===== config.mk =====
export PLATFORM = sky130hd
export DESIGN_NAME = masked_minimal_standard_rng
export DESIGN_NICKNAME = d
export VERILOG_FILES = /design/src/hdl/mmsr_pkg.sv /design/src/hdl/mmsr_dp.sv /design/src/hdl/masked_minimal_standard_rng.sv
export SDC_FILE = /design/constraint.sdc
export NUM_CORES = 1
export LEC_CHECK = 0
export ABC_CLOCK_PERIOD_IN_PS = 12570
export BUFFER_PORTS_ARGS = -buffer_cell sky130_fd_sc_hd__buf_2
export CELL_PAD_IN_SITES_DETAIL_PLACEMENT = 0
export CELL_PAD_IN_SITES_GLOBAL_PLACEMENT = 1
export CORE_ASPECT_RATIO = 1.75
export CORE_UTILIZATION = 25
export CTS_CLUSTER_SIZE = 24
export DETAILED_ROUTE_END_ITERATION = 7
export GPL_TIMING_DRIVEN = 0
export PLACE_DENSITY_LB_ADDON = 0.1
export SKIP_LAST_GASP = 1
export SLEW_MARGIN = 0
export SYNTH_ARGS = -nofsm -noshare
export SYNTH_HDL_FRONTEND = slang
export SYNTH_HIERARCHICAL = 1
export SYNTH_SLANG_ARGS = --single-unit

===== constraint.sdc =====
create_clock -name clk -period 12.57 [get_ports clk]
set_input_delay 0 -clock clk [delete_from_list [all_inputs] [get_ports clk]]
set_output_delay 0 -clock clk [all_outputs]
set_load 0.01 [all_outputs]

===== src/hdl/mmsr_pkg.sv =====
// Package for the masked minimal-standard generator.
// Item types, constants, sequencer states and datapath operation codes.
package mmsr_pkg;

  localparam logic [31:0] MASK_WORD  = 32'h075B_D924;
  localparam logic [14:0] MULTIPLIER = 15'h41A7;
  localparam logic [30:0] MODULUS    = 31'h7FFF_FFFF;
  localparam logic [32:0] TWO_MOD    = 33'h0_FFFF_FFFE;
  localparam logic [7:0]  EXP_BASE   = 8'd96;
  localparam logic [4:0]  TOP_POS    = 5'd30;

  typedef struct packed {
    logic               command;
    logic signed [31:0] seed_value;
  } in_item_t;

  typedef struct packed {
    logic [30:0] int_value;
    logic [31:0] float_bits;
  } out_item_t;

  typedef enum logic [0:0] {
    CMD_SEED = 1'b0,
    CMD_DRAW = 1'b1
  } cmd_t;

  typedef enum logic [2:0] {
    ST_IDLE,
    ST_MUL,
    ST_FOLD1,
    ST_FOLD2,
    ST_NORM,
    ST_ROUND
  } state_t;

  typedef enum logic [2:0] {
    OP_NONE,
    OP_LOAD,
    OP_MUL,
    OP_FOLD1,
    OP_FOLD2,
    OP_NORM
  } op_t;

  typedef struct packed {
    logic norm_done;
  } dp_status_t;

endpackage


===== src/hdl/mmsr_dp.sv =====
// Datapath: generator word, shared accumulator for multiply, fold and normalize.
// Depends on mmsr_pkg.
module mmsr_dp (
  input  logic                  clk,
  input  logic                  rst_n,
  input  mmsr_pkg::op_t         op,
  input  logic [31:0]           seed,
  output mmsr_pkg::dp_status_t  status,
  output mmsr_pkg::out_item_t   result
);

  logic [31:0] word_r, word_nxt;
  logic [46:0] acc_r, acc_nxt;
  logic [4:0]  pos_r, pos_nxt;

  logic [31:0] xw;
  logic [31:0] u;
  logic [31:0] fold1;
  logic [30:0] fold2;
  logic [30:0] red;
  logic [30:0] newv;
  logic [30:0] m;
  logic        rnd_up;
  logic [24:0] mant;
  logic [4:0]  pos_f;
  logic [7:0]  expo;

  always_comb begin
    xw    = word_r ^ mmsr_pkg::MASK_WORD;
    // negative x: add 2M to bring it to the same residue, below 2^32
    u     = xw[31] ? 32'({1'b0, xw} + mmsr_pkg::TWO_MOD) : xw;
    fold1 = 32'({16'd0, acc_r[46:31]}) + {1'b0, acc_r[30:0]};
    fold2 = 31'({30'd0, acc_r[31]}) + acc_r[30:0];
    red   = (fold2 == mmsr_pkg::MODULUS) ? 31'd0 : fold2;
    newv  = red ^ mmsr_pkg::MASK_WORD[30:0];
    m     = acc_r[30:0];

    word_nxt = word_r;
    acc_nxt  = acc_r;
    pos_nxt  = pos_r;
    unique case (op)
      mmsr_pkg::OP_NONE:  ;
      mmsr_pkg::OP_LOAD:  word_nxt = seed;
      mmsr_pkg::OP_MUL:   acc_nxt = 47'(mmsr_pkg::MULTIPLIER * u);
      mmsr_pkg::OP_FOLD1: acc_nxt = {15'd0, fold1};
      mmsr_pkg::OP_FOLD2: begin
        word_nxt = {1'b0, newv};
        acc_nxt  = {16'd0, newv};
        pos_nxt  = mmsr_pkg::TOP_POS;
      end
      mmsr_pkg::OP_NORM: begin
        if (m != 31'd0 && !m[30]) begin
          if (m[30:23] == 8'd0) begin
            acc_nxt = {16'd0, m << 8};
            pos_nxt = pos_r - 5'd8;
          end else begin
            acc_nxt = {16'd0, m << 1};
            pos_nxt = pos_r - 5'd1;
          end
        end
      end
      default: ;
    endcase

    status.norm_done = (m == 31'd0) || m[30];

    // round to nearest even on the normalized value
    rnd_up = m[6] && ((m[5:0] != 6'd0) || m[7]);
    mant   = {1'b0, m[30:7]} + 25'(rnd_up);
    pos_f  = mant[24] ? pos_r + 5'd1 : pos_r;
    expo   = mmsr_pkg::EXP_BASE + {3'd0, pos_f};
    result.int_value = word_r[30:0];
    if (m == 31'd0) begin
      result.float_bits = 32'd0;
    end else begin
      result.float_bits = {1'b0, expo, mant[24] ? 23'd0 : mant[22:0]};
    end
  end

  always_ff @(posedge clk) begin
    if (!rst_n) begin
      word_r <= 32'd0;
    end else begin
      word_r <= word_nxt;
    end
  end

  always_ff @(posedge clk) begin
    acc_r <= acc_nxt;
    pos_r <= pos_nxt;
  end

endmodule


===== src/hdl/masked_minimal_standard_rng.sv =====
// Top level of the masked minimal-standard generator: sequencer and handshakes.
// Depends on mmsr_pkg and mmsr_dp.
//
//  channel | ports                           | direction
//  input   | in_valid, in_stall, in_data     | seed or draw item in
//  output  | out_valid, out_stall, out_data  | one result item per draw
//
// A seed item loads the generator word without leaving idle. A draw takes
// multiply, two folds, normalize (8- or 1-bit shifts until bit 30 is set or the
// value is zero, plus the done check) and round, its length set by the shared
// normalize shifter. Reset clears the generator word to zero. A pending result in
// the output register does not block a new item; the sequencer only waits in the
// round step while the output is stalled.
module masked_minimal_standard_rng (
  input  logic                 clk,
  input  logic                 rst_n,
  input  logic                 in_valid,
  output logic                 in_stall,
  input  mmsr_pkg::in_item_t   in_data,
  output logic                 out_valid,
  input  logic                 out_stall,
  output mmsr_pkg::out_item_t  out_data
);

  mmsr_pkg::state_t     state_r, state_nxt;
  mmsr_pkg::op_t        op;
  mmsr_pkg::dp_status_t status;
  mmsr_pkg::out_item_t  result;
  mmsr_pkg::out_item_t  out_data_r;
  logic                 out_valid_r, out_valid_nxt;
  logic                 load_out;
  logic                 accept;
  logic [31:0]          seed;

  assign in_stall  = (state_r != mmsr_pkg::ST_IDLE);
  assign accept    = in_valid && !in_stall;
  assign out_valid = out_valid_r;
  assign out_data  = out_data_r;

  always_comb begin
    state_nxt = state_r;
    op        = mmsr_pkg::OP_NONE;
    load_out  = 1'b0;
    seed      = 32'(in_data.seed_value);
    unique case (state_r)
      mmsr_pkg::ST_IDLE: begin
        if (accept) begin
          if (in_data.command == mmsr_pkg::CMD_DRAW) begin
            state_nxt = mmsr_pkg::ST_MUL;
          end else begin
            op = mmsr_pkg::OP_LOAD;
          end
        end
      end
      mmsr_pkg::ST_MUL: begin
        op        = mmsr_pkg::OP_MUL;
        state_nxt = mmsr_pkg::ST_FOLD1;
      end
      mmsr_pkg::ST_FOLD1: begin
        op        = mmsr_pkg::OP_FOLD1;
        state_nxt = mmsr_pkg::ST_FOLD2;
      end
      mmsr_pkg::ST_FOLD2: begin
        op        = mmsr_pkg::OP_FOLD2;
        state_nxt = mmsr_pkg::ST_NORM;
      end
      mmsr_pkg::ST_NORM: begin
        if (status.norm_done) begin
          state_nxt = mmsr_pkg::ST_ROUND;
        end else begin
          op = mmsr_pkg::OP_NORM;
        end
      end
      mmsr_pkg::ST_ROUND: begin
        if (!out_valid_r || !out_stall) begin
          load_out  = 1'b1;
          state_nxt = mmsr_pkg::ST_IDLE;
        end
      end
      default: state_nxt = mmsr_pkg::ST_IDLE;
    endcase

    out_valid_nxt = out_valid_r;
    if (load_out) begin
      out_valid_nxt = 1'b1;
    end else if (!out_stall) begin
      out_valid_nxt = 1'b0;
    end
  end

  always_ff @(posedge clk) begin
    if (!rst_n) begin
      state_r     <= mmsr_pkg::ST_IDLE;
      out_valid_r <= 1'b0;
    end else begin
      state_r     <= state_nxt;
      out_valid_r <= out_valid_nxt;
    end
  end

  always_ff @(posedge clk) begin
    if (load_out) begin
      out_data_r <= result;
    end
  end

  mmsr_dp u_dp (
    .clk    (clk),
    .rst_n  (rst_n),
    .op     (op),
    .seed   (seed),
    .status (status),
    .result (result)
  );

endmodule


==> impl_metrics.toml, run 1 <==
[yosys]
synth_edf_count = 115
syn_area_per_cell_um2 = 8.82
synth_warnings = 6
synth_cells = 2032
synth_cell_types = 81
synthFlopType = "edfxtp_1"
synthTopCellsByArea = "edfxtp_1 19%, ha_1 15%, fa_1 14%"
synth_top_cell_area_share = 0.193
synth_seq_cells = 151
synth_top_area_cell = "edfxtp_1"
netlist_area_um2 = 17900
async_flop_share = 0
synth-seq-area-share = 0.233

[placement]
hpwlAfterDp_um = 67000
portBuffers = 101
place.gp.congestion = 0.953

[floorplan]
die_w_um = 204
start_util = 0.253
dieHeight_um = 356
core_area_um2 = 70900
ios = 102
die_area_um2 = 72800
std_cell_rows = 129

[route]
vias = 15400
drt-total-wl_um = 79700
viasPerCell = 4.94
dr.pass1.iters = 5
first_iter_violations = 789
route.detailed.drc = 0
ant_nets = 0
wire_per_inst_um = 25.5

[grt]
grt_max_degree = 48
antenna_found_initial = 0
grt_usage = 0.225
grt_pass1_wl_um = 115000
grt_overflow = 0
grt_pass1_vias = 16200

[layout]
finalNetCount = 2572
fill_cells = 7632
drive_above_1_share = 0.0921
syn_to_final_growth_pct = 14.9

[sta]
min_period_ps = 9350
finalCritPeriodShare = 0.744
grt_setup_unrepaired = "no"
fin_tns_setup_ps = 0
setup_viol = 0
clock.fmax_mhz = 107
hold_ws_ps = 55.6
slew_viol_final = 0
clock_skew_ps = 20.3
worstMarginPinSlew_ps = 1380
slew-limit-headroom = 0.0782
hold_viol_final = 0

[critical_path]
cp-start-kind = "flip-flop"
criticalPathCategory = "reg2reg"
crit_required_ps = 12770
worstPathArrival_ps = 9550
crit_fanout = 9
cp-end-kind = "flip-flop"

[clocking]
htree_levels = 4
cts_tree = "done"
cts_buffers = 17
cts_resized = 0
clock_path_buffers = 2
clkTransAtPathRegs_ps = 70
cts_root_buffer = "clkbuf_16"
clock_latency_ps = 500
cts.sinks = 151

[hold_path]
hp-class = "in2reg"

[outcome]
status = "completed"

[job]
cap_violations = 0
## final cells by class
class	instances	area, um^2	share of cell area
Clock buffer	17	425	0.0206
Inverter	290	1090	0.0528
Tap cell	917	1150	0.0557
Antenna cell	1	2.50	0.000121
Multi-Input combinational cell	1466	12100	0.586
Timing Repair Buffer	138	903	0.0438
Buffer	126	629	0.0305
Clock inverter	15	161	0.00783
Sequential cell	151	4170	0.203
## flip-flops by register name, summed over array words and instances, names as in the netlist
name,flops
u_dp/word_r,32
out_valid,1
u_dp/pos_r,5
state_r,3
out_data,63
u_dp/acc_r,47
## per-stage QoR
stage	instance area (um^2)	instances	worst slack, ps	util
finish	20600	3121	3220	0.291
global route	20600	3120	2730	0.291
CTS	20600	3120	2990	0.291
detailed placement	19700	3053	3030	0.277
global placement	19600	3051	3060	0.276
floorplan	17900	2033	5290	-
## Yosys cell counts (all sizes together) (8+ instances only)
| cell type | number |
|---|---|
| o21bai | 8 |
| xor2 | 64 |
| xnor2 | 94 |
| a21o | 36 |
| ha | 216 |
| a31oi | 22 |
| nor4 | 17 |
| nor3 | 39 |
| nand3 | 47 |
| o21a | 15 |
| o21ai | 78 |
| and3 | 15 |
| a21oi | 112 |
| nand2b | 11 |
| nand2 | 167 |
| o31ai | 9 |
| o311a | 10 |
| or3 | 11 |
| fa | 129 |
| nor2 | 148 |
| buf | 52 |
| a211oi | 14 |
| a22oi | 14 |
| dfxtp | 36 |
| and2 | 14 |
| nand4 | 30 |
| clkbuf | 74 |
| o211ai | 27 |
| edfxtp | 115 |
| inv | 290 |
| and4 | 9 |
## placed cells by master, fill, tap and decap left out, types with 7 or more instances in the layout
| cell | instances |
|---|---|
| and2_1 | 14 |
| xor2_1 | 64 |
| o211ai_1 | 27 |
| nand4_1 | 30 |
| inv_1 | 289 |
| buf_2 | 112 |
| edfxtp_1 | 115 |
| clkbuf_1 | 74 |
| o21bai_1 | 8 |
| nor3b_1 | 7 |
| o21a_1 | 15 |
| fa_1 | 129 |
| nand2b_1 | 10 |
| a211oi_1 | 14 |
| a21oi_1 | 111 |
| dlygate4sd3_1 | 35 |
| a22oi_1 | 14 |
| a31oi_1 | 22 |
| xnor2_1 | 92 |
| dfxtp_1 | 36 |
| o311a_1 | 10 |
| clkbuf_16 | 17 |
| or3_1 | 11 |
| o21ai_0 | 77 |
| and4_1 | 9 |
| and3_1 | 15 |
| nor3_1 | 38 |
| nor4_1 | 17 |
| buf_4 | 36 |
| ha_1 | 216 |
| o31ai_1 | 9 |
| a21o_1 | 36 |
| nand2_1 | 166 |
| nand3_1 | 46 |
| nor2_1 | 148 |
## final timing paths
path	from	endpoint	slack [ps]	cells after the start
hold reg to reg	out_valid	out_valid	600	2
hold / removal	in_valid	state_r[0]	60	4
setup reg to reg	u_dp/word_r[1]	u_dp/acc_r[40]	3220	26
setup / recovery	u_dp/word_r[1]	u_dp/acc_r[40]	3220	26
## layer usage
layer	wire (um)	GRT usage	vias up	part of all wire
met5	0	0	-	0
met3	2340	0.0187	102	0.029
met4	4280	0.120	0	0.054
met1	28400	0.226	7636	0.36
li1	-	-	7282	-
met2	44700	0.446	412	0.56
## timing repair
action	in CTS	in global routing
buffers inserted	0	0
hold endpoints to repair	35	0
hold buffers	35	0
## cell families after synthesis
logic type	share of synthesized area
and+or+nand+nor	0.149
AOI/OAI and AO/OA	0.147
muxes	0.00398
xor gates and xnor gates	0.0772
DFF	0.233
other	0.000209
adders and majority gates	0.295
buffers and inverters	0.0958
## critical path, cell delays in order, from the launching register on
cell	delay (ps)
dfxtp_1	470
inv_1	80
ha_1	300
and3b_1	250
nand4b_1	320
nor2_1	220
xnor2_1	810
inv_1	220
xnor2_1	300
ha_1	300
ha_1	310
fa_1	530
fa_1	460
fa_1	570
inv_1	60
fa_1	540
inv_1	40
ha_1	280
clkbuf_1	280
a21o_1	300
a41oi_1	210
a21oi_1	90
a211oi_1	630
a211oi_1	360
o311ai_0	830
a21o_1	220
a21oi_1	60
Power of run 1 is not shown: default switching activity piles up to over one toggle a cycle in this logic, so the estimate is an artifact.
==> inputs of run 2 (changes only) <==
--- a/config.mk
+++ b/config.mk
@@ -5,7 +5,7 @@
 export SDC_FILE = /design/constraint.sdc
 export NUM_CORES = 1
 export LEC_CHECK = 0
-export ABC_CLOCK_PERIOD_IN_PS = 12570
+export ABC_CLOCK_PERIOD_IN_PS = 8500
 export BUFFER_PORTS_ARGS = -buffer_cell sky130_fd_sc_hd__buf_2
 export CELL_PAD_IN_SITES_DETAIL_PLACEMENT = 0
 export CELL_PAD_IN_SITES_GLOBAL_PLACEMENT = 1
==> constraint.sdc (replaced) <==
create_clock -name clk -period 8.5 [get_ports clk]
set_input_delay 0 -clock clk [delete_from_list [all_inputs] [get_ports clk]]
set_output_delay 0 -clock clk [all_outputs]
set_load 0.01 [all_outputs]
==> run 2 against run 1 <==
Against the previous run: wire length about the same; clock skew increased by 0.75 ps; clock-buffer cell count unchanged; critical path type unchanged; fmax increased by 15%; critical endpoint is now u_dp/acc_r[44]; final cell count about the same.
==> impl_metrics.toml, run 2 (synthesis results as in run 1) <==
[layout]
layout_commonest_cell = "inv_1"
finalNetCount = 2568
final_cell_mix = "287 x inv_1, 216 x ha_1, 165 x nand2_1, 147 x nor2_1, 129 x fa_1"
largest_reg_flops = 63
drive_above_1_share = 0.112
syn_to_final_growth_pct = 16.4

[sta]
hold_viol_final = 0
slew_viol_final = 0
hold_ws_ps = 51.2
clock_skew_ps = 21.0
clock.fmax_mhz = 123
min_period_ps = 8150
slew-limit-headroom = 0.0846
grt_setup_unrepaired = "yes"
worst_slack_ps = 349
finalCritPeriodShare = 0.959
setup_viol = 0
worstMarginPinSlew_ps = 1370

[critical_path]
crit_fanout = 9
criticalPathCategory = "reg2reg"
crit_required_ps = 8730
cp-start-kind = "flip-flop"
worstPathArrival_ps = 8380
cp-end-kind = "flip-flop"
r2r_cells = 27
r2r_slack_ps = 350

[grt]
antenna_found_initial = 0
grt_pass1_wl_um = 115000
grt_overflow = 0
grt_pass1_vias = 16200
grt_usage = 0.225
grt_max_degree = 48

[placement]
hpwlAfterDp_um = 67000
place_ws_ps = -1040
place.gp.congestion = 0.953
portBuffers = 101

[clocking]
clkTransAtPathRegs_ps = 80
cts_tree = "done"
cts_root_buffer = "clkbuf_16"
clock_latency_ps = 500
cts.sinks = 151
clock_path_buffers = 2
htree_levels = 4
cts_buffers = 17

[floorplan]
std_cell_rows = 129
core_area_um2 = 70900
ios = 102
die_w_um = 204
start_util = 0.253
dieHeight_um = 356
die_area_um2 = 72800

[hold_path]
holdPathStages = 5
hp-class = "in2reg"

[route]
viasPerCell = 4.92
wire_per_inst_um = 25.6
dr.pass1.iters = 5
ant_nets = 0
wl_met1_um = 28200
wl_met3_um = 2350
first_iter_violations = 788
dr.max_layer_used = "met4"
drt-total-wl_um = 79700
dr_wl_met2_um = 44500
vias = 15300
route.detailed.drc = 0

[outcome]
status = "completed"

[job]
cap_violations = 0
[run 2: through the flow]
step / utilization / cell area, um^2 / TNS (ps) / cells
6_report: 0.295 / 20900 / 0 / 3118
5_1_grt: 0.294 / 20900 / -69.8 / 3116
4_1_cts: 0.293 / 20800 / 0 / 3120
3_5_place_dp: 0.277 / 19700 / -11620 / 3053
3_3_place_gp: 0.276 / 19600 / -11390 / 3051
2_1_floorplan: - / 17900 / 0 / 2033
[run 2: path summary, 6_finish.rpt]
path,to,startpoint
worst max-delay path,u_dp/acc_r[44],u_dp/word_r[4]
worst min-delay path,u_dp/word_r[31],in_data[31]
worst max register to register,u_dp/acc_r[44],u_dp/word_r[4]
worst min register to register,out_valid,out_valid
[run 2: final cells by class]
class                      count  area, um^2
antenna                        2        5.00
buffer                       121         611
clock buffer                  17         425
clock inverter                15         161
fill                        7612       50000
inverter                     290        1090
multi-input combinational   1466       12300
sequential                   151        4180
tap                          917        1150
timing repair buffer         139         911
[run 2: worst max-delay path: stages, from the launching register on]
cell	delay, ps
dfxtp_1	470
nor4b_4	420
nand3b_1	200
nand2b_1	240
nor2_1	200
and4_1	240
xnor2_1	230
inv_2	200
fa_1	500
ha_1	290
inv_1	70
fa_1	500
inv_1	40
fa_1	460
fa_1	610
inv_1	80
fa_1	420
inv_1	70
ha_1	220
clkbuf_1	230
a21o_1	280
a21oi_1	210
a21oi_1	110
a211oi_2	530
a21oi_2	230
o311ai_0	380
a21oi_1	150
mux2_2	300
[run 2: timing repair]
item / in CTS / in global routing
endpoints found under the hold margin: 35 / 0
gates resized for setup: 36 / 18
setup endpoints to repair: 24 / 16
pin swaps: 0 / 1
setup buffers: 1 / 0
cloned: 0 / 0
hold buffers: 35 / 0
[run 2: routing by layer]
metal,vias to the layer above,track usage
met5,-,0
met4,0,0.128
met3,104,0.0194
met2,401,0.443
met1,7574,0.227
li1,7258,-
Power of run 2 is left out for the same reason.
